$ cat config.mk
export PLATFORM = sky130hd
export DESIGN_NAME = ps2_mouse_packet_cursor_tracker_core
export DESIGN_NICKNAME = d
export VERILOG_FILES = /design/src/rtl/ps2mt_pkg.sv /design/src/rtl/ps2mt_clamp.sv /design/src/rtl/ps2_mouse_packet_cursor_tracker_core.sv
export VERILOG_INCLUDE_DIRS = /design/src /design/src/rtl
export SDC_FILE = /design/constraint.sdc
export NUM_CORES = 1
export LEC_CHECK = 0
export BUFFER_PORTS_ARGS = -buffer_cell sky130_fd_sc_hd__buf_4
export CAP_MARGIN = 15
export CORE_ASPECT_RATIO = 1.75
export CORE_MARGIN = 2
export CORE_UTILIZATION = 40
export CTS_BUF_LIST = sky130_fd_sc_hd__clkbuf_4
export DETAILED_ROUTE_END_ITERATION = 8
export PLACE_DENSITY = 0.69
export SETUP_SLACK_MARGIN = 0.1
export SYNTH_ARGS = -nofsm -noshare
export SYNTH_HDL_FRONTEND = slang
export SYNTH_SLANG_ARGS = --single-unit
$ cat constraint.sdc
create_clock -name clk_i -period 5.05 [get_ports clk_i]
set_input_delay 1.01 -clock clk_i [delete_from_list [all_inputs] [get_ports clk_i]]
set_output_delay 1.01 -clock clk_i [all_outputs]
set_load 0.02 [all_outputs]
$ cat src/rtl/assert_macros.svh
// ----------------------------------------------------------------------------
// assert_macros.svh
// shared concurrent assertion macros for the rtl folder
// ----------------------------------------------------------------------------
`ifndef ASSERT_MACROS_SVH
`define ASSERT_MACROS_SVH

// same-cycle implication under reset
`define ASSERT_IMP(label, clk, rst_n, ante, cons, msg) \
  label: assert property (@(posedge clk) disable iff (!(rst_n)) (ante) |-> (cons)) \
    else $error(msg);

// next-cycle implication under reset
`define ASSERT_NXT(label, clk, rst_n, ante, cons, msg) \
  label: assert property (@(posedge clk) disable iff (!(rst_n)) (ante) |=> (cons)) \
    else $error(msg);

`endif

$ cat src/rtl/ps2mt_pkg.sv
// ----------------------------------------------------------------------------
// ps2mt_pkg
// shared constants for the ps/2 mouse packet and cursor tracker
// ----------------------------------------------------------------------------
package ps2mt_pkg;

  localparam int unsigned BYTE_W  = 8;
  localparam int unsigned DELTA_W = 9;
  localparam int unsigned RES_W   = 13;
  localparam int unsigned CFG_IDX_W = 1;

  // header bit positions
  localparam int unsigned BTN_LEFT_BIT  = 0;
  localparam int unsigned BTN_RIGHT_BIT = 1;
  localparam int unsigned BTN_MID_BIT   = 2;
  localparam int unsigned SYNC_BIT      = 3;
  localparam int unsigned SIGN_X_BIT    = 4;
  localparam int unsigned SIGN_Y_BIT    = 5;
  localparam int unsigned OVF_X_BIT     = 6;
  localparam int unsigned OVF_Y_BIT     = 7;

  // byte position codes
  localparam logic [1:0] POS_HEADER = 2'd0;
  localparam logic [1:0] POS_X      = 2'd1;
  localparam logic [1:0] POS_Y      = 2'd2;

  // register indexes
  localparam logic [CFG_IDX_W-1:0] CFG_X_RES = 1'b0;
  localparam logic [CFG_IDX_W-1:0] CFG_Y_RES = 1'b1;

  localparam logic [RES_W-1:0] X_RES_RESET = 13'd1024;
  localparam logic [RES_W-1:0] Y_RES_RESET = 13'd768;

  typedef logic signed [DELTA_W-1:0] delta_t;

endpackage

$ cat src/rtl/ps2mt_clamp.sv
// ----------------------------------------------------------------------------
// ps2mt_clamp
// adds or subtracts a 9-bit signed delta on a cursor position and clamps the
// result to 0 through resolution minus 1, capped at the position range
// ----------------------------------------------------------------------------
module ps2mt_clamp #(
  parameter int unsigned POSITION_BITS = 12
) (
  input  logic [POSITION_BITS-1:0]   pos_i,
  input  ps2mt_pkg::delta_t          delta_i,
  input  logic                       subtract_i,
  input  logic [ps2mt_pkg::RES_W-1:0] res_i,
  output logic [POSITION_BITS-1:0]   hi_o,
  output logic [POSITION_BITS-1:0]   pos_o
);
  import ps2mt_pkg::*;

  localparam int unsigned SW = POSITION_BITS + 2;
  localparam int unsigned CW = (POSITION_BITS > RES_W) ? POSITION_BITS : RES_W;
  localparam logic [CW-1:0] TOP = CW'((64'd1 << POSITION_BITS) - 64'd1);

  logic [RES_W-1:0]     lim;
  logic [CW-1:0]        lim_ext;
  logic [POSITION_BITS-1:0] hi;
  logic signed [SW-1:0] pos_s;
  logic signed [SW-1:0] delta_s;
  logic signed [SW-1:0] sum;
  logic signed [SW-1:0] hi_s;

  always_comb begin
    lim     = (res_i == '0) ? '0 : res_i - RES_W'(1);
    lim_ext = CW'(lim);
    hi      = (lim_ext > TOP) ? POSITION_BITS'(TOP) : POSITION_BITS'(lim_ext);
  end

  always_comb begin
    pos_s   = signed'({2'b00, pos_i});
    delta_s = SW'(delta_i);
    sum     = subtract_i ? (pos_s - delta_s) : (pos_s + delta_s);
    hi_s    = signed'({2'b00, hi});
    if (sum < 0) begin
      pos_o = '0;
    end else if (sum > hi_s) begin
      pos_o = hi;
    end else begin
      pos_o = sum[POSITION_BITS-1:0];
    end
  end

  assign hi_o = hi;

endmodule

$ cat src/rtl/ps2_mouse_packet_cursor_tracker_core.sv
// ----------------------------------------------------------------------------
// ps2_mouse_packet_cursor_tracker_core
// decodes three-byte ps/2 mouse packets and tracks a clamped screen cursor
//
//   channel | dir | signals                                  | taken when
//   in      | in  | in_valid_i, in_stall_o, data_byte_i      | valid & !stall
//   out     | out | out_valid_o, out_stall_i, packet fields  | valid & !stall
//   cfg     | in  | cfg_we_i, cfg_index_i, cfg_data_i        | we
//
// one byte per cycle while in_stall_o is low; a packet result appears in the
// output register the cycle after its third byte is taken
// reset clears the byte position, presets cursor (center) and resolutions
// in_stall_o rises only when the next byte would finish a packet while the
// output register still holds a result that is stalled
// ----------------------------------------------------------------------------
module ps2_mouse_packet_cursor_tracker_core #(
  parameter int unsigned POSITION_BITS = 12
) (
  input  logic                            clk_i,
  input  logic                            rst_ni,
  input  logic                            cfg_we_i,
  input  logic [ps2mt_pkg::CFG_IDX_W-1:0] cfg_index_i,
  input  logic [ps2mt_pkg::RES_W-1:0]     cfg_data_i,
  input  logic                            in_valid_i,
  output logic                            in_stall_o,
  input  logic [ps2mt_pkg::BYTE_W-1:0]    data_byte_i,
  output logic                            out_valid_o,
  input  logic                            out_stall_i,
  output logic                            left_button_o,
  output logic                            right_button_o,
  output logic                            middle_button_o,
  output logic                            x_overflow_flag_o,
  output logic                            y_overflow_flag_o,
  output ps2mt_pkg::delta_t               move_x_o,
  output ps2mt_pkg::delta_t               move_y_o,
  output logic [POSITION_BITS-1:0]        cursor_x_o,
  output logic [POSITION_BITS-1:0]        cursor_y_o
);
  import ps2mt_pkg::*;

  `include "assert_macros.svh"

  logic [RES_W-1:0]  x_res_q, y_res_q;
  logic [1:0]        pos_q, pos_d;
  logic [BYTE_W-1:0] header_q, header_d;
  logic [BYTE_W-1:0] x_byte_q, x_byte_d;
  logic [POSITION_BITS-1:0] ptr_x_q, ptr_y_q;
  logic [POSITION_BITS-1:0] new_x, new_y, x_hi, y_hi;
  logic              out_valid_q, out_valid_d;
  logic              in_accept, out_accept, load;
  delta_t            dx, dy;

  logic              left_q, right_q, mid_q, ovf_x_q, ovf_y_q;
  delta_t            move_x_q, move_y_q;

  assign out_accept = out_valid_q & ~out_stall_i;
  assign in_stall_o = (pos_q == POS_Y) & out_valid_q & out_stall_i;
  assign in_accept  = in_valid_i & ~in_stall_o;
  assign load       = in_accept & (pos_q == POS_Y);

  assign dx = {header_q[SIGN_X_BIT], x_byte_q};
  assign dy = {header_q[SIGN_Y_BIT], data_byte_i};

  ps2mt_clamp #(.POSITION_BITS(POSITION_BITS)) u_clamp_x (
    .pos_i      (ptr_x_q),
    .delta_i    (dx),
    .subtract_i (1'b0),
    .res_i      (x_res_q),
    .hi_o       (x_hi),
    .pos_o      (new_x)
  );

  ps2mt_clamp #(.POSITION_BITS(POSITION_BITS)) u_clamp_y (
    .pos_i      (ptr_y_q),
    .delta_i    (dy),
    .subtract_i (1'b1),
    .res_i      (y_res_q),
    .hi_o       (y_hi),
    .pos_o      (new_y)
  );

  always_comb begin
    pos_d    = pos_q;
    header_d = header_q;
    x_byte_d = x_byte_q;
    if (in_accept) begin
      unique case (pos_q)
        POS_X: begin
          x_byte_d = data_byte_i;
          pos_d    = POS_Y;
        end
        POS_Y: begin
          pos_d = POS_HEADER;
        end
        default: begin
          if (data_byte_i[SYNC_BIT]) begin
            header_d = data_byte_i;
            pos_d    = POS_X;
          end else begin
            pos_d = POS_HEADER;
          end
        end
      endcase
    end
  end

  always_comb begin
    out_valid_d = out_valid_q;
    if (load) begin
      out_valid_d = 1'b1;
    end else if (out_accept) begin
      out_valid_d = 1'b0;
    end
  end

  always_ff @(posedge clk_i or negedge rst_ni) begin
    if (!rst_ni) begin
      x_res_q     <= X_RES_RESET;
      y_res_q     <= Y_RES_RESET;
      pos_q       <= POS_HEADER;
      header_q    <= '0;
      x_byte_q    <= '0;
      ptr_x_q     <= POSITION_BITS'(512);
      ptr_y_q     <= POSITION_BITS'(384);
      out_valid_q <= 1'b0;
    end else begin
      if (cfg_we_i) begin
        unique case (cfg_index_i)
          CFG_X_RES: x_res_q <= cfg_data_i;
          CFG_Y_RES: y_res_q <= cfg_data_i;
          default:   ;
        endcase
      end
      pos_q       <= pos_d;
      header_q    <= header_d;
      x_byte_q    <= x_byte_d;
      out_valid_q <= out_valid_d;
      if (load) begin
        ptr_x_q <= new_x;
        ptr_y_q <= new_y;
      end
    end
  end

  // result payload
  always_ff @(posedge clk_i) begin
    if (load) begin
      left_q   <= header_q[BTN_LEFT_BIT];
      right_q  <= header_q[BTN_RIGHT_BIT];
      mid_q    <= header_q[BTN_MID_BIT];
      ovf_x_q  <= header_q[OVF_X_BIT];
      ovf_y_q  <= header_q[OVF_Y_BIT];
      move_x_q <= dx;
      move_y_q <= dy;
    end
  end

  assign out_valid_o       = out_valid_q;
  assign left_button_o     = left_q;
  assign right_button_o    = right_q;
  assign middle_button_o   = mid_q;
  assign x_overflow_flag_o = ovf_x_q;
  assign y_overflow_flag_o = ovf_y_q;
  assign move_x_o          = move_x_q;
  assign move_y_o          = move_y_q;
  assign cursor_x_o        = ptr_x_q;
  assign cursor_y_o        = ptr_y_q;

  `ASSERT_NXT(a_third_byte_loads, clk_i, rst_ni, load, out_valid_o, "third byte lost its result")
  `ASSERT_NXT(a_no_sync_drop, clk_i, rst_ni,
              in_accept && (pos_q == POS_HEADER) && !data_byte_i[SYNC_BIT],
              (pos_q == POS_HEADER) && !$rose(out_valid_o), "unsynced byte started a packet")
  `ASSERT_NXT(a_cursor_in_range, clk_i, rst_ni, load,
              (cursor_x_o <= x_hi) && (cursor_y_o <= y_hi), "cursor outside clamp range")

endmodule

# After elaboration in Yosys (flattened, before gate mapping)
# Index checks and enable logic that the tools add are counted.
[word_totals]
ff_bits = 92
in_bits = 27
output_inout_bits = 49
wordCells = 56
[classes]
addsub = 4
n_lt_le_gt_ge = 6
eq_ne = 2
mux = 12
n_bitwise = 9
reduce_logical = 8
[ops]
columns = ["cell", "count"]
rows = [
  ["12-bit 2-to-1 mux", 6],
  ["14-bit by 13-bit > comparator with 1-bit output", 2],
  ["14-bit by 1-bit less-than comparator with 1-bit output, second input constant", 2],
  ["13-bit by 12-bit > comparator with 1-bit output, second input constant", 2],
  ["13-bit zero test", 2],
  ["13-bit 2-to-1 mux", 2],
  ["13-bit by 1-bit subtractor with 13-bit output, second input constant", 2],
  ["13-bit by 9-bit adder with 14-bit output", 1],
  ["13-bit by 9-bit subtractor with 14-bit output", 1],
  ["2-bit AND reduction", 3],
  ["1-bit bitwise AND", 5],
  ["1-bit inverter", 4],
  ["2-bit one-hot mux with 2 select lines", 1],
  ["1-bit 2-to-1 mux", 3],
  ["3-bit AND reduction", 1],
  ["2-bit by 1-bit == test with 1-bit output, second input constant", 1],
  ["2-bit == test, second input constant", 1],
  ["2-bit nonzero test", 1],
  ["2-bit OR reduction", 1],
]

# Logic depth before layout (Yosys ltp)
# Gate-level depths: netlist (run 1).
[logic_depth]
ltp_word = 7
depth_mapped = 20
ltp_nobuf = 19

# Hierarchy
# A second synthesis (run 1) with hierarchy kept.
[unflattened]
hier_cells = 687
hier_area_um2 = 6710.2
[modules_own_cells]
columns = ["module", "instances", "cells_per_inst", "area_per_inst_um2", "seq_area_each_um2"]
rows = [
  ["ps2mt_clamp", 2, 253, 1701.6, 0.0],
  ["ps2_mouse_packet_cursor_tracker_core", 1, 181, 3306.9, 2399.8],
]

# Worst setup path before layout (run 1)
# OpenSTA, ideal clock, no wires.
[synth_path]
path_kind = "input port to flip-flop"
startpoint = "input port data_byte_i[0] in the netlist's numbering"
endpoint = "register ptr_y_q[0] (netlist: cursor_y_o[0])"
setup_ps = 156
arrival_ps = 4104
required_time_ps = 4894
slack_ps = 790
stages = 19
cell_sequence = "ha_1 -> inv_1 -> fa_1 -> a21o_1 -> nand3_1 -> nor2b_1 -> nor2_1 -> a21oi_1 -> xnor2_1 -> ha_1 -> o21ai_0 -> nor2_1 -> nor3_1 -> nor2_1 -> o31a_1 -> o211ai_1 -> and2_1 -> clkbuf_1 -> o221ai_1"
[synth_via]
elab_chain_cells = 4
word_cells_on_any_way = 5
cone_classes = "add/sub: 1; order compare: 2; mux: 2"
[synth_lines]
columns = ["element", "line", "source"]
rows = [
  ["start, declared", "ps2_mouse_packet_cursor_tracker_core.sv:26", "input logic [ps2mt_pkg::BYTE_W-1:0] data_byte_i,"],
  ["13-bit by 9-bit subtractor with 14-bit output (*)", "ps2mt_clamp.sv:39", "sum = subtract_i ? (pos_s - delta_s) : (pos_s + delta_s);"],
  ["14-bit by 13-bit > comparator with 1-bit output", "ps2mt_clamp.sv:43", "end else if (sum > hi_s) begin"],
  ["12-bit 2-to-1 mux", "ps2mt_clamp.sv:43", ""],
  ["12-bit 2-to-1 mux (*)", "ps2mt_clamp.sv:41", "if (sum < 0) begin"],
  ["end signal, assigned", "ps2_mouse_packet_cursor_tracker_core.sv:140", "ptr_y_q <= new_y;"],
  ["end, declared", "ps2_mouse_packet_cursor_tracker_core.sv:47", "logic [POSITION_BITS-1:0] ptr_x_q, ptr_y_q;"],
]
# Mark *: on every way between the ends. The rest lies on a longest branch, timed or not.
# A chain may end at the register's enable or synchronous reset.

# Final worst setup path (run 1)
[layout_path]
startpoint = "register x_res_q[0]"
endpoint = "register ptr_x_q[7] (netlist: cursor_x_o[7])"
[layout_via]
elab_chain_cells = 7
word_cells_on_any_way = 8
cone_classes = "add/sub: 1; order compare: 2; mux: 4; reduce/logical: 1"
[layout_lines]
columns = ["element", "line", "source"]
rows = [
  ["start, declared", "ps2_mouse_packet_cursor_tracker_core.sv:43", "logic [RES_W-1:0] x_res_q, y_res_q;"],
  ["start signal, assigned", "ps2_mouse_packet_cursor_tracker_core.sv:129", "CFG_X_RES: x_res_q <= cfg_data_i;"],
  ["13-bit by 1-bit subtractor with 13-bit output / 13-bit zero test (equally long branches)", "ps2mt_clamp.sv:31", "lim = (res_i == '0) ? '0 : res_i - RES_W'(1);"],
  ["13-bit 2-to-1 mux (*)", "ps2mt_clamp.sv:31", ""],
  ["13-bit by 12-bit > comparator with 1-bit output", "ps2mt_clamp.sv:33", "hi = (lim_ext > TOP) ? POSITION_BITS'(TOP) : POSITION_BITS'(lim_ext);"],
  ["12-bit 2-to-1 mux (*)", "ps2mt_clamp.sv:33", ""],
  ["14-bit by 13-bit > comparator with 1-bit output", "ps2mt_clamp.sv:43", ""],
  ["12-bit 2-to-1 mux (*)", "ps2mt_clamp.sv:43", ""],
  ["12-bit 2-to-1 mux (*)", "ps2mt_clamp.sv:41", ""],
  ["end signal, assigned", "ps2_mouse_packet_cursor_tracker_core.sv:139", "ptr_x_q <= new_x;"],
  ["end, declared", "ps2_mouse_packet_cursor_tracker_core.sv:47", ""],
]
# Marks and branches as above.

==> results by group, run 1 <==
Clock network
  • CTS tree: built
  • Num Clock Sinks: 91
  • Clock root buffer: clkbuf_4
  • CTS clock-pin slew for the worst setup and hold paths: 0.15 ns
  • Cts hold-fix bufs: 0
  • Longest Clk Path Bufs: 2
  • Htree depth: 3
  • Post-CTS setup buffers: 0
  • Clock latency on the worst-skew pair: 0.44 ns
  • TritonCTS buffer count: 9
  • # resized after CTS: 0

Place
  • IO buf count: 75
  • DP Worst Slack: 0.198 ns
  • Dpl cells: 830
  • Hpwl dp: 11.0 mm
  • GPL Wtd Cong: 0.890

Cells and area
  • Fill cells: 1340
  • Fin nets: 745
  • Layout cells sized above 1: 0.211
  • Finished Layout Cells: 848
  • Final core occ: 0.471
  • Multi-input logic area: 3220 um2
  • Area grow syn2layout: 15.9%
  • Register area: 2400 um2

STA
  • Worst Tran Pin Value: 0.877 ns
  • RSZ-0062 raised after global routing: false
  • Slew HR: 0.398
  • Slew Limit Fails: 0
  • Setup tns final: 0 ns
  • Fin. Hold Viols: 0
  • Clk_skew: 0.0225 ns
  • Final setup viols: 0
  • Worst setup margin: 0.465 ns
  • FMAX: 218 MHz
  • Final Cycle Share: 0.908
  • Tmin final: 4.59 ns

Worst setup path
  • CP max FO: 16
  • CP Capture Type: register
  • Critical path class: register to register
  • Worst setup SP type: register
  • Top delay family on crit path: simple AND/OR/NAND/NOR gates
  • Max stage delay on crit path: 0.52 ns
  • Worst path slowest cell: or4_1
  • Required time of the critical path: 5.37 ns
  • Bufs and invs on worst path: 2
  • Reg2reg path depth: 18
  • Crit-path cells: inv_1 -> ha_1 -> or3b_1 -> or2_1 -> or4_1 -> nand2b_4 -> and2_4 -> a21o_1 -> inv_1 -> ha_1 -> a21o_1 -> a21oi_1 -> nor2b_1 -> o41ai_1 -> nand4b_1 -> nand3_2 -> mux2i_1 -> o21ai_0
  • Worst Path Arrival: 4.91 ns
  • Worst path depth: 18

GRT
  • Initial antenna violation count: 1
  • Gr usage total: 0.184
  • Vias in the first global route: 4713
  • First-pass GRT wire length: 22.5 mm
  • Total gr overflow: 0
  • Pin count of the biggest net entering global routing: 69

Floorplanning
  • Die Y: 163 um
  • Full die area: 15600 um2
  • IO Pins: 76
  • Die Wd: 95.1 um
  • # rows: 58
  • Initial Util: 0.407
  • Area of the core: 14300 um2

Route
  • Vias per cell: 5.53
  • Final WL: 13.9 mm
  • Iteration count of the initial detailed-routing pass: 4
  • Post-route ant nets: 0
  • Vias: 4689
  • Wire per inst: 16.4 um
  • Remaining DRCs: 0
  • Initial DRC Count: 251

Synthesis
  • Synth Cell Area: 5810 um2
  • Ranking of synthesized cells by area: dfrtp_1, edfxtp_1, ha_1
  • Area leader, netlist: dfrtp_1
  • Post-synthesis sequential area ratio: 0.413
  • Syn. warnings: 0
  • Top cell type's share of synthesized area: 0.267
  • Async SR Flop Fraction: 0.747
  • Syn avg cell area: 9.89 um2
  • Yosys reg bits: 91
  • Synth Net Count: 671
  • Top FF cell, synth: dfrtp_1
  • Number of synthesized flops with an enable pin: 23
  • Synth cell types: 62
  • Post-Syn Instances: 588

Power and ir drop
  • Seq pwr share: 0.292
  • P_int: 2.23 mW
  • Net Switching: 1.87 mW
  • Power Density: 608 nW/um2
  • Clock power share: 0.114
  • Tot Pwr: 4.10 mW
  • Sw Ratio: 0.456
  • Leakage: 3.11 nW
  • Peak supply drop: 0.192 mV
  • Comb pwr share: 0.595

Run status
  • Status: finished clean

Worst hold path
  • Worst hold path cell count: 0
  • Worst min path class: register to register

Flow run
  • Max-Cap Viols: 0
==> cell families after synthesis <==
group	share of synthesized area
xor gates and xnor gates	0.0467
AOI/OAI and AO/OA	0.160
buffers and inverters	0.0340
adders and majority gates	0.125
and+or+nand+nor	0.157
DFF	0.413
muxes	0.0644
==> sequential cells by signal, indices dropped and copies added (netlist names) <==
name,count
middle_button_o,1
left_button_o,1
right_button_o,1
cursor_y_o,12
move_y_o,9
y_res_q,13
move_x_o,9
x_overflow_flag_o,1
y_overflow_flag_o,1
out_valid_o,1
pos_q,2
x_res_q,13
cursor_x_o,12
x_byte_q,8
header_q,7
==> cells in the mapped netlist, drive strengths merged (11+ instances only) <==
cell	number
inv	33
o311ai	11
nand4	15
nor2	40
dfrtp	62
edfxtp	23
o21ai	33
mux2	27
clkbuf	14
nor3	14
a21oi	30
nand2	65
xnor2	20
ha	54
xor2	11
a21o	12
==> final timing paths <==
kind | end | startpoint | slack [ns]
min in group asynchronous | x_res_q[11] | rst_ni | 0.67
worst max register to register | cursor_x_o[7] | x_res_q[0] | 0.46
max in group asynchronous | x_byte_q[4] | rst_ni | 3.79
worst min-delay path | y_overflow_flag_o | header_q[7] | 0.47
worst min register to register | y_overflow_flag_o | header_q[7] | 0.47
worst max-delay path | cursor_x_o[7] | x_res_q[0] | 0.46
==> cell type report <==
class	instances	area share
Antenna cell	1	0.000371
Sequential cell	91	0.356
Tap cell	180	0.0334
Clock inverter	7	0.0145
Multi-Input combinational cell	446	0.477
Timing Repair Buffer	81	0.0902
Clock buffer	9	0.0100
Inverter	33	0.0184
==> placed cells by master, fill, tap and decap left out, types with 9 or more instances in the layout <==
cell type	instances
a21o_1	12
o21ai_0	32
xnor2_1	20
clkbuf_4	9
dfrtp_1	62
nor2_1	40
mux2_2	27
nor3_1	14
xor2_1	11
edfxtp_1	23
buf_4	81
a21oi_1	28
o311ai_0	10
ha_1	54
inv_1	33
nand4_1	15
nand2_1	65
==> power groups by stage <==
stage	combinational (mW)	clock [mW]	sequential, mW
3_5_place_dp	2.41	0	1.21
4_1_cts	2.43	0.479	1.20
2_1_floorplan	1.70	0	1.25
5_1_grt	2.72	0.510	1.22
6_report	2.44	0.465	1.19
3_3_place_gp	2.36	0	1.20
==> per-stage QoR <==
stage	area, um2	hold slack [ns]
after floorplan	5810	0.419
after global placement	6570	0.432
after detailed placement	6570	0.438
after CTS	6730	0.473
after global routing	6740	0.488
final	6740	0.470
==> layer usage <==
metal,part of all wire,global-route usage,vias up
met3,0.033,0.0226,27
met1,0.40,0.206,2261
met5,0,0,-
met4,0.034,0.0784,0
met2,0.54,0.338,99
li1,-,-,2302
Note: power is estimated with default switching activity, not from simulation.
==> run 2, diff against run 1 <==
--- a/config.mk
+++ b/config.mk
@@ -6,6 +6,7 @@
 export SDC_FILE = /design/constraint.sdc
 export NUM_CORES = 1
 export LEC_CHECK = 0
+export ABC_AREA = 1
 export BUFFER_PORTS_ARGS = -buffer_cell sky130_fd_sc_hd__buf_4
 export CAP_MARGIN = 15
 export CORE_ASPECT_RATIO = 1.75
@@ -13,7 +14,7 @@
 export CORE_UTILIZATION = 40
 export CTS_BUF_LIST = sky130_fd_sc_hd__clkbuf_4
 export DETAILED_ROUTE_END_ITERATION = 8
-export PLACE_DENSITY = 0.69
+export PLACE_DENSITY = 0.68
 export SETUP_SLACK_MARGIN = 0.1
 export SYNTH_ARGS = -nofsm -noshare
 export SYNTH_HDL_FRONTEND = slang
==> run 2 against run 1 <==
  * Critical path depth increased by 1
  * Routed wire length increased by 6.3%
  * Clock-buffer cell count unchanged
  * Combinational power increased by 28%
  * Hold slack improved by 0.0019 ns
  * Clock skew decreased by 0.0024 ns
  * Critical path type is now input port to register
  * Critical endpoint is now cursor_y_o[1]
  * Largest cell class unchanged
==> results by group, run 2 <==
Route
  • Vias: 5260
  • Wire per inst: 14.1 um
  • Iteration count of the initial detailed-routing pass: 4
  • Remaining DRCs: 0
  • Post-route ant nets: 0
  • Vias per cell: 5.01
  • Initial DRC Count: 198
  • Final WL: 14.8 mm

GRT
  • Total gr overflow: 0
  • Met2 GRT Util: 0.354
  • Pin count of the biggest net entering global routing: 69
  • Most used routing layer: met2
  • Initial antenna violation count: 1
  • First-pass GRT wire length: 24.4 mm
  • Gr usage total: 0.177
  • Met3 Track Usage GR: 0.0171
  • Grt met1 use: 0.193
  • Vias in the first global route: 5084

Worst setup path
  • Worst path slowest cell: fa_1
  • Crit-path cells: buf_4 -> ha_1 -> inv_1 -> fa_1 -> nand3_1 -> nand2_1 -> a21oi_1 -> o21bai_1 -> xor2_1 -> inv_1 -> ha_1 -> nand2_1 -> nor2_1 -> nand4_1 -> nand3_2 -> nand3_2 -> nand2_1 -> nand3_1 -> nand2_1
  • Reg2reg path depth: 19
  • Flop-to-flop setup slack: 1.37 ns
  • Reg-to-Reg Start: cursor_y_o[0]
  • Worst Path Arrival: 4.22 ns
  • Top cell by count, worst path: nand2_1
  • Top delay family on crit path: simple AND/OR/NAND/NOR gates
  • CP startpoint: data_byte_i[0]
  • Worst path depth: 19
  • CP max FO: 13
  • Worst setup SP type: input port
  • Bufs and invs on worst path: 3
  • Critical path class: input port to register
  • Required time of the critical path: 5.44 ns
  • Max stage delay on crit path: 0.41 ns
  • Critical R2R Capture: cursor_y_o[1]
  • CP Capture Type: register

STA
  • Worst Tran Pin Value: 1.07 ns
  • Clk_skew: 0.0201 ns
  • Slew Limit Fails: 0
  • FMAX: 261 MHz
  • Slew HR: 0.287
  • Final setup viols: 0
  • Setup tns final: 0 ns
  • Tmin final: 3.83 ns
  • RSZ-0062 raised after global routing: false
  • Final Cycle Share: 0.758
  • Fin. Hold Viols: 0

Synthesis
  • Syn avg cell area: 8.13 um2
  • Post-Syn Instances: 786
  • Number of synthesized flops with an enable pin: 23
  • Async SR Flop Fraction: 0.747
  • Syn. warnings: 0
  • Top cell type's share of synthesized area: 0.243
  • Synth Area in Adders: 0.112
  • Synth Area in Compound Gates: 0.0905
  • Most frequent cell after synthesis: nand2_1
  • Most frequent cells after synthesis: nand2_1, inv_1, o21ai_0
  • Post-synthesis sequential area ratio: 0.376
  • Top FF cell, synth: dfrtp_1
  • Largest family of logic cells by synthesized area: simple AND/OR/NAND/NOR gates
  • Ranking of synthesized cells by area: dfrtp_1, nand2_1, edfxtp_1
  • Synth Cell Area: 6390 um2
  • Synth Net Count: 869
  • Post-Synth XOR/XNOR Area: 0.0507
  • Synth cell types: 44
  • Post-Synth Simple-Gate Area: 0.285
  • Multiplexer area fraction after synthesis: 0
  • Area leader, netlist: dfrtp_1
  • Yosys reg bits: 91

Floorplanning
  • IO Pins: 76
  • Initial Util: 0.404
  • Full die area: 17000 um2
  • Area of the core: 15800 um2
  • Die Wd: 99.5 um
  • # rows: 61
  • Die Y: 171 um

Worst hold path
  • Hold EP: middle_button_o
  • Worst hold path cell count: 0
  • Worst min path class: register to register
  • Hold path startpoint: header_q[2]

Power and ir drop
  • Seq pwr share: 0.251
  • Comb pwr share: 0.648
  • Peak supply drop: 0.212 mV
  • Power Density: 665 nW/um2
  • Leakage: 3.82 nW
  • P_int: 2.35 mW
  • Net Switching: 2.48 mW
  • Sw Ratio: 0.513
  • Clock power share: 0.101

Place
  • IO buf count: 75
  • Hpwl dp: 11.8 mm
  • Placed cell area: 7090 um2
  • GPL Wtd Cong: 0.867

Cells and area
  • Multi-input logic area: 3440 um2
  • Register area: 2400 um2
  • Area grow syn2layout: 13.7%
  • Final core occ: 0.460
  • Commonest cells after routing, fill and taps aside: nand2_1, inv_1, buf_4, o21ai_0, dfrtp_1
  • Largest regs: x_res_q (13), y_res_q (13)
  • Fill cells: 1567
  • Commonest non-fill, non-tap cell in the layout: nand2_1
  • Layout cells sized above 1: 0.202
  • Final Instance Area: 7270 um2
  • Fin nets: 938

Clock network
  • CTS tree: built
  • Htree depth: 3
  • TritonCTS buffer count: 9
  • Post-CTS setup buffers: 0
  • Num Clock Sinks: 91
  • Longest Clk Path Bufs: 2
  • Cts hold-fix bufs: 0
  • # resized after CTS: 0
  • CTS clock-pin slew for the worst setup and hold paths: 0.16 ns
  • Clock root buffer: clkbuf_4
  • Clock latency on the worst-skew pair: 0.45 ns

Run status
  • Status: finished clean

Flow run
  • Max-Cap Viols: 0
-- run 2: cell types whose count changed in the layout (fill, tap and decap cells not counted), sizes merged, moves of 8 or more --
cell	delta
a21o	-9
inv	+82
mux2	-27
nand2	+161
nand2b	-9
nand3	+43
nand4	+19
nor2	-8
nor3	-8
o21ai	+33
o311ai	-11
xnor2	-8
xor2	+14
-- run 2: cells by family (layout without fill, tap and decap cells) --
family                   Yosys count  after routing
AND/OR/NAND/NOR                  358            358
flip-flops                        91             91
buffers and inverters            135            209
XOR/XNOR                          37             37
AO/OA/AOI/OAI                    109            109
other                              0              1
adder cells (fa/ha/maj)           56             56
-- run 2: stage by stage --
step           hold WS (ns)  setup slack [ns]  std cells  power (mW)
5_1_grt               0.485             0.889       1050        5.35
6_report              0.472              1.22       1050        4.83
3_3_place_gp          0.431             0.841       1033        4.31
4_1_cts               0.473              1.22       1049        4.87
3_5_place_dp          0.430             0.752       1033        4.36
2_1_floorplan         0.425              1.56        786        3.70
-- run 2: worst register-to-register path, stage by stage (launching register included) --
cell and delay (ns):
dfrtp_1 0.45, inv_1 0.08, ha_1 0.14, inv_1 0.08, fa_1 0.41, nand3_1 0.10
nand2_1 0.13, a21oi_1 0.24, o21bai_1 0.10, xor2_1 0.27, inv_1 0.09, ha_1 0.28
nand2_1 0.06, nor2_1 0.13, nand4_1 0.13, nand3_2 0.21, nand3_2 0.35, nand2_1 0.16
nand3_1 0.09, nand2_1 0.10
-- run 2: worst max path at each step --
stage	to
after detailed placement	cursor_y_o[1]
after global placement	cursor_y_o[9]
after floorplan	cursor_y_o[6]
final	cursor_y_o[1]
after CTS	cursor_y_o[1]
after global routing	cursor_y_o[0]
-- run 2: area by class of cell --
cell class / count / area share
inverters: 115 / 0.0594
clock buffers: 9 / 0.00930
multi-input cells: 560 / 0.473
diodes: 1 / 0.000344
clock inverters: 7 / 0.0145
flip-flops and latches: 91 / 0.330
well taps: 189 / 0.0325
repair buffers: 78 / 0.0806
-- run 2: layer usage --
| layer | share of wire | routed length [um] |
|---|---|---|
| met5 | 0 | 0 |
| met4 | 0.017 | 252 |
| met3 | 0.021 | 303 |
| met2 | 0.58 | 8620 |
| met1 | 0.38 | 5590 |
-- run 2: power groups by stage --
stage | sequential (mW) | combinational (mW) | clock [mW]
detailed placement | 1.23 | 3.13 | 0
CTS | 1.21 | 3.16 | 0.500
global route | 1.24 | 3.58 | 0.525
global placement | 1.23 | 3.08 | 0
floorplan | 1.28 | 2.42 | 0
finish | 1.21 | 3.13 | 0.489
==> run 3, diff against run 2 <==
--- a/config.mk
+++ b/config.mk
@@ -6,7 +6,7 @@
 export SDC_FILE = /design/constraint.sdc
 export NUM_CORES = 1
 export LEC_CHECK = 0
-export ABC_AREA = 1
+export ABC_AREA = 0
 export BUFFER_PORTS_ARGS = -buffer_cell sky130_fd_sc_hd__buf_4
 export CAP_MARGIN = 15
 export CORE_ASPECT_RATIO = 1.75
@@ -14,7 +14,7 @@
 export CORE_UTILIZATION = 40
 export CTS_BUF_LIST = sky130_fd_sc_hd__clkbuf_4
 export DETAILED_ROUTE_END_ITERATION = 8
-export PLACE_DENSITY = 0.68
+export PLACE_DENSITY = 0.69
 export SETUP_SLACK_MARGIN = 0.1
 export SYNTH_ARGS = -nofsm -noshare
 export SYNTH_HDL_FRONTEND = slang
==> constraint.sdc (replaced) <==
create_clock -name clk_i -period 3.95 [get_ports clk_i]
set_input_delay 0.79 -clock clk_i [delete_from_list [all_inputs] [get_ports clk_i]]
set_output_delay 0.79 -clock clk_i [all_outputs]
set_load 0.02 [all_outputs]
==> run 3 against run 2 <==
  * The run now ends with negative setup slack left
  * Die area down 8.7%
  * Power grew 29%
  * Final cell count decreased by 12%
  * Hold slack worse by 0.085 ns
  * Sequential cell count stayed put
  * Sequential share of layout area down 1.6 points
  * Design area up 5.1%
  * Register-to-register slack worse by 1.5 ns
  * Clock skew up 0.0043 ns
  * Setup slack got worse by 1.3 ns
  * Clock-buffer cell count unchanged
  * Critical path type is now register to register
  * Critical endpoint is now cursor_x_o[1]
  * Largest power group unchanged
==> results by group, run 3 (synthesis results as in run 1) <==
Floorplanning
  • Die Wd: 95.1 um
  • Full die area: 15600 um2
  • Area of the core: 14300 um2
  • Die Y: 163 um
  • IO Pins: 76
  • Initial Util: 0.407
  • # rows: 58

STA
  • Clk_skew: 0.0244 ns
  • Setup tns final: -0.871 ns
  • Worst setup margin: -0.110 ns
  • Fin. Hold Viols: 0
  • Final Cycle Share: 1.03
  • Worst Tran Pin Value: 0.891 ns
  • RSZ-0062 raised after global routing: true
  • Tmin final: 4.06 ns
  • Slew Limit Fails: 0
  • Final setup viols: 11
  • FMAX: 246 MHz
  • Worst hold margin: 0.387 ns
  • Slew HR: 0.406

Clock network
  • Cts hold-fix bufs: 0
  • Clock latency on the worst-skew pair: 0.48 ns
  • Htree depth: 3
  • Longest Clk Path Bufs: 2
  • Num Clock Sinks: 91
  • CTS clock-pin slew for the worst setup and hold paths: 0.17 ns
  • CTS tree: built
  • TritonCTS buffer count: 9
  • Clock root buffer: clkbuf_4

Route
  • Vias per cell: 5.55
  • Initial DRC Count: 220
  • Vias: 5097
  • Iteration count of the initial detailed-routing pass: 4
  • Remaining DRCs: 0
  • Post-route ant nets: 0
  • Final WL: 16.0 mm
  • Wire per inst: 17.4 um

Place
  • Hpwl dp: 12.1 mm
  • DP Worst Slack: -0.410 ns
  • GPL Wtd Cong: 0.932
  • IO buf count: 75

Power and ir drop
  • Peak supply drop: 0.275 mV
  • Clock power share: 0.094
  • Comb pwr share: 0.661
  • Sw Ratio: 0.455
  • Net Switching: 2.84 mW
  • Seq pwr share: 0.245
  • P_int: 3.40 mW
  • Power Density: 817 nW/um2
  • Leakage: 3.54 nW

Cells and area
  • Commonest cells after routing, fill and taps aside: buf_4, nand2_1, dfrtp_1, ha_1, nor2_1
  • Largest regs: x_res_q (13), y_res_q (13)
  • Fin nets: 816
  • Final core occ: 0.534
  • Commonest non-fill, non-tap cell in the layout: buf_4
  • Layout cells sized above 1: 0.359
  • Area grow syn2layout: 31.4%

GRT
  • Pin count of the biggest net entering global routing: 69
  • Initial antenna violation count: 1
  • Gr usage total: 0.206
  • First-pass GRT wire length: 25.2 mm
  • Vias in the first global route: 5227
  • Total gr overflow: 0

Worst setup path
  • Worst setup SP type: register
  • Critical path class: register to register
  • Worst Path Arrival: 4.42 ns
  • CP max FO: 5
  • Reg2reg path depth: 19
  • CP Capture Type: register
  • Required time of the critical path: 4.31 ns
  • CP startpoint: x_res_q[1]
  • Reg-to-Reg Start: x_res_q[1]

Worst hold path
  • Worst min path class: input port to asynchronous set/reset pin

Run status
  • Violated checks: negative setup slack
  • Status: finished, violations left

Flow run
  • Max-Cap Viols: 0
==> run 3: cell count changes in the layout (fill, tap and decap cells not counted), moves of 8 or more <==
cell	before	now
a21o_1	3	12
buf_4	78	144
inv_1	109	25
mux2_2	0	27
nand2_1	193	63
nand2_2	30	1
nand3_1	28	5
nand3_2	20	2
nand4_1	31	15
o21ai_0	66	27
o311ai_1	0	8
xor2_1	25	11
==> run 3: worst max-delay path: stages, from the launching register on <==
cell	delay, ns
dfrtp_1	0.43
inv_2	0.08
ha_4	0.12
or3b_4	0.36
or2_1	0.22
or4_4	0.43
nand2b_4	0.18
and2_4	0.18
a21o_1	0.18
inv_2	0.08
ha_4	0.20
a21o_1	0.17
a21oi_1	0.13
nor2b_1	0.06
o41ai_2	0.27
nand4b_1	0.19
nand3_2	0.19
buf_6	0.15
nor3_1	0.05
a221o_1	0.28
==> run 3: layer usage <==
metal,global-route usage,wire length (um)
met1,0.220,5800
met2,0.391,9140
met3,0.0226,471
met4,0.0916,550
met5,0,0
==> run 3: path summary, 6_finish.rpt <==
check	endpoint	slack [ns]
max in group asynchronous	x_res_q[7]	2.95
hold reg to reg	left_button_o	0.48
hold / removal	header_q[6]	0.39
setup reg to reg	cursor_x_o[1]	-0.11
setup / recovery	cursor_x_o[1]	-0.11
min in group clk_i	left_button_o	0.48
==> run 3: through the flow <==
stage	cell area [um2]	power, mW	instances
after floorplan	5870	3.86	588
after global placement	7010	4.92	880
after detailed placement	7010	5.05	880
after CTS	7300	5.81	904
after global routing	7640	6.68	919
final	7640	6.24	919
==> run 3: cell type report <==
cell class | count | area, um2
fill | 1239 | 6660
multi-input combinational | 446 | 3540
sequential | 91 | 2400
timing repair buffer | 152 | 1190
tap | 180 | 225
inverter | 33 | 124
clock inverter | 7 | 90.1
clock buffer | 9 | 67.6
antenna | 1 | 2.50
==> run 3: power by group through the flow <==
stage | logic (mW) | clock network (mW) | registers [mW]
floorplan | 2.26 | 0 | 1.60
global placement | 3.39 | 0 | 1.53
detailed placement | 3.51 | 0 | 1.54
CTS | 3.69 | 0.598 | 1.52
global route | 4.49 | 0.633 | 1.56
finish | 4.12 | 0.587 | 1.53
==> run 3: what timing repair did <==
| action | CTS | global route |
|---|---|---|
| gates resized for setup | 17 | 57 |
| pin swaps | 4 | 22 |
| gates cloned | 1 | 0 |
| setup endpoints to repair | 22 | 24 |
| setup buffers | 7 | 13 |
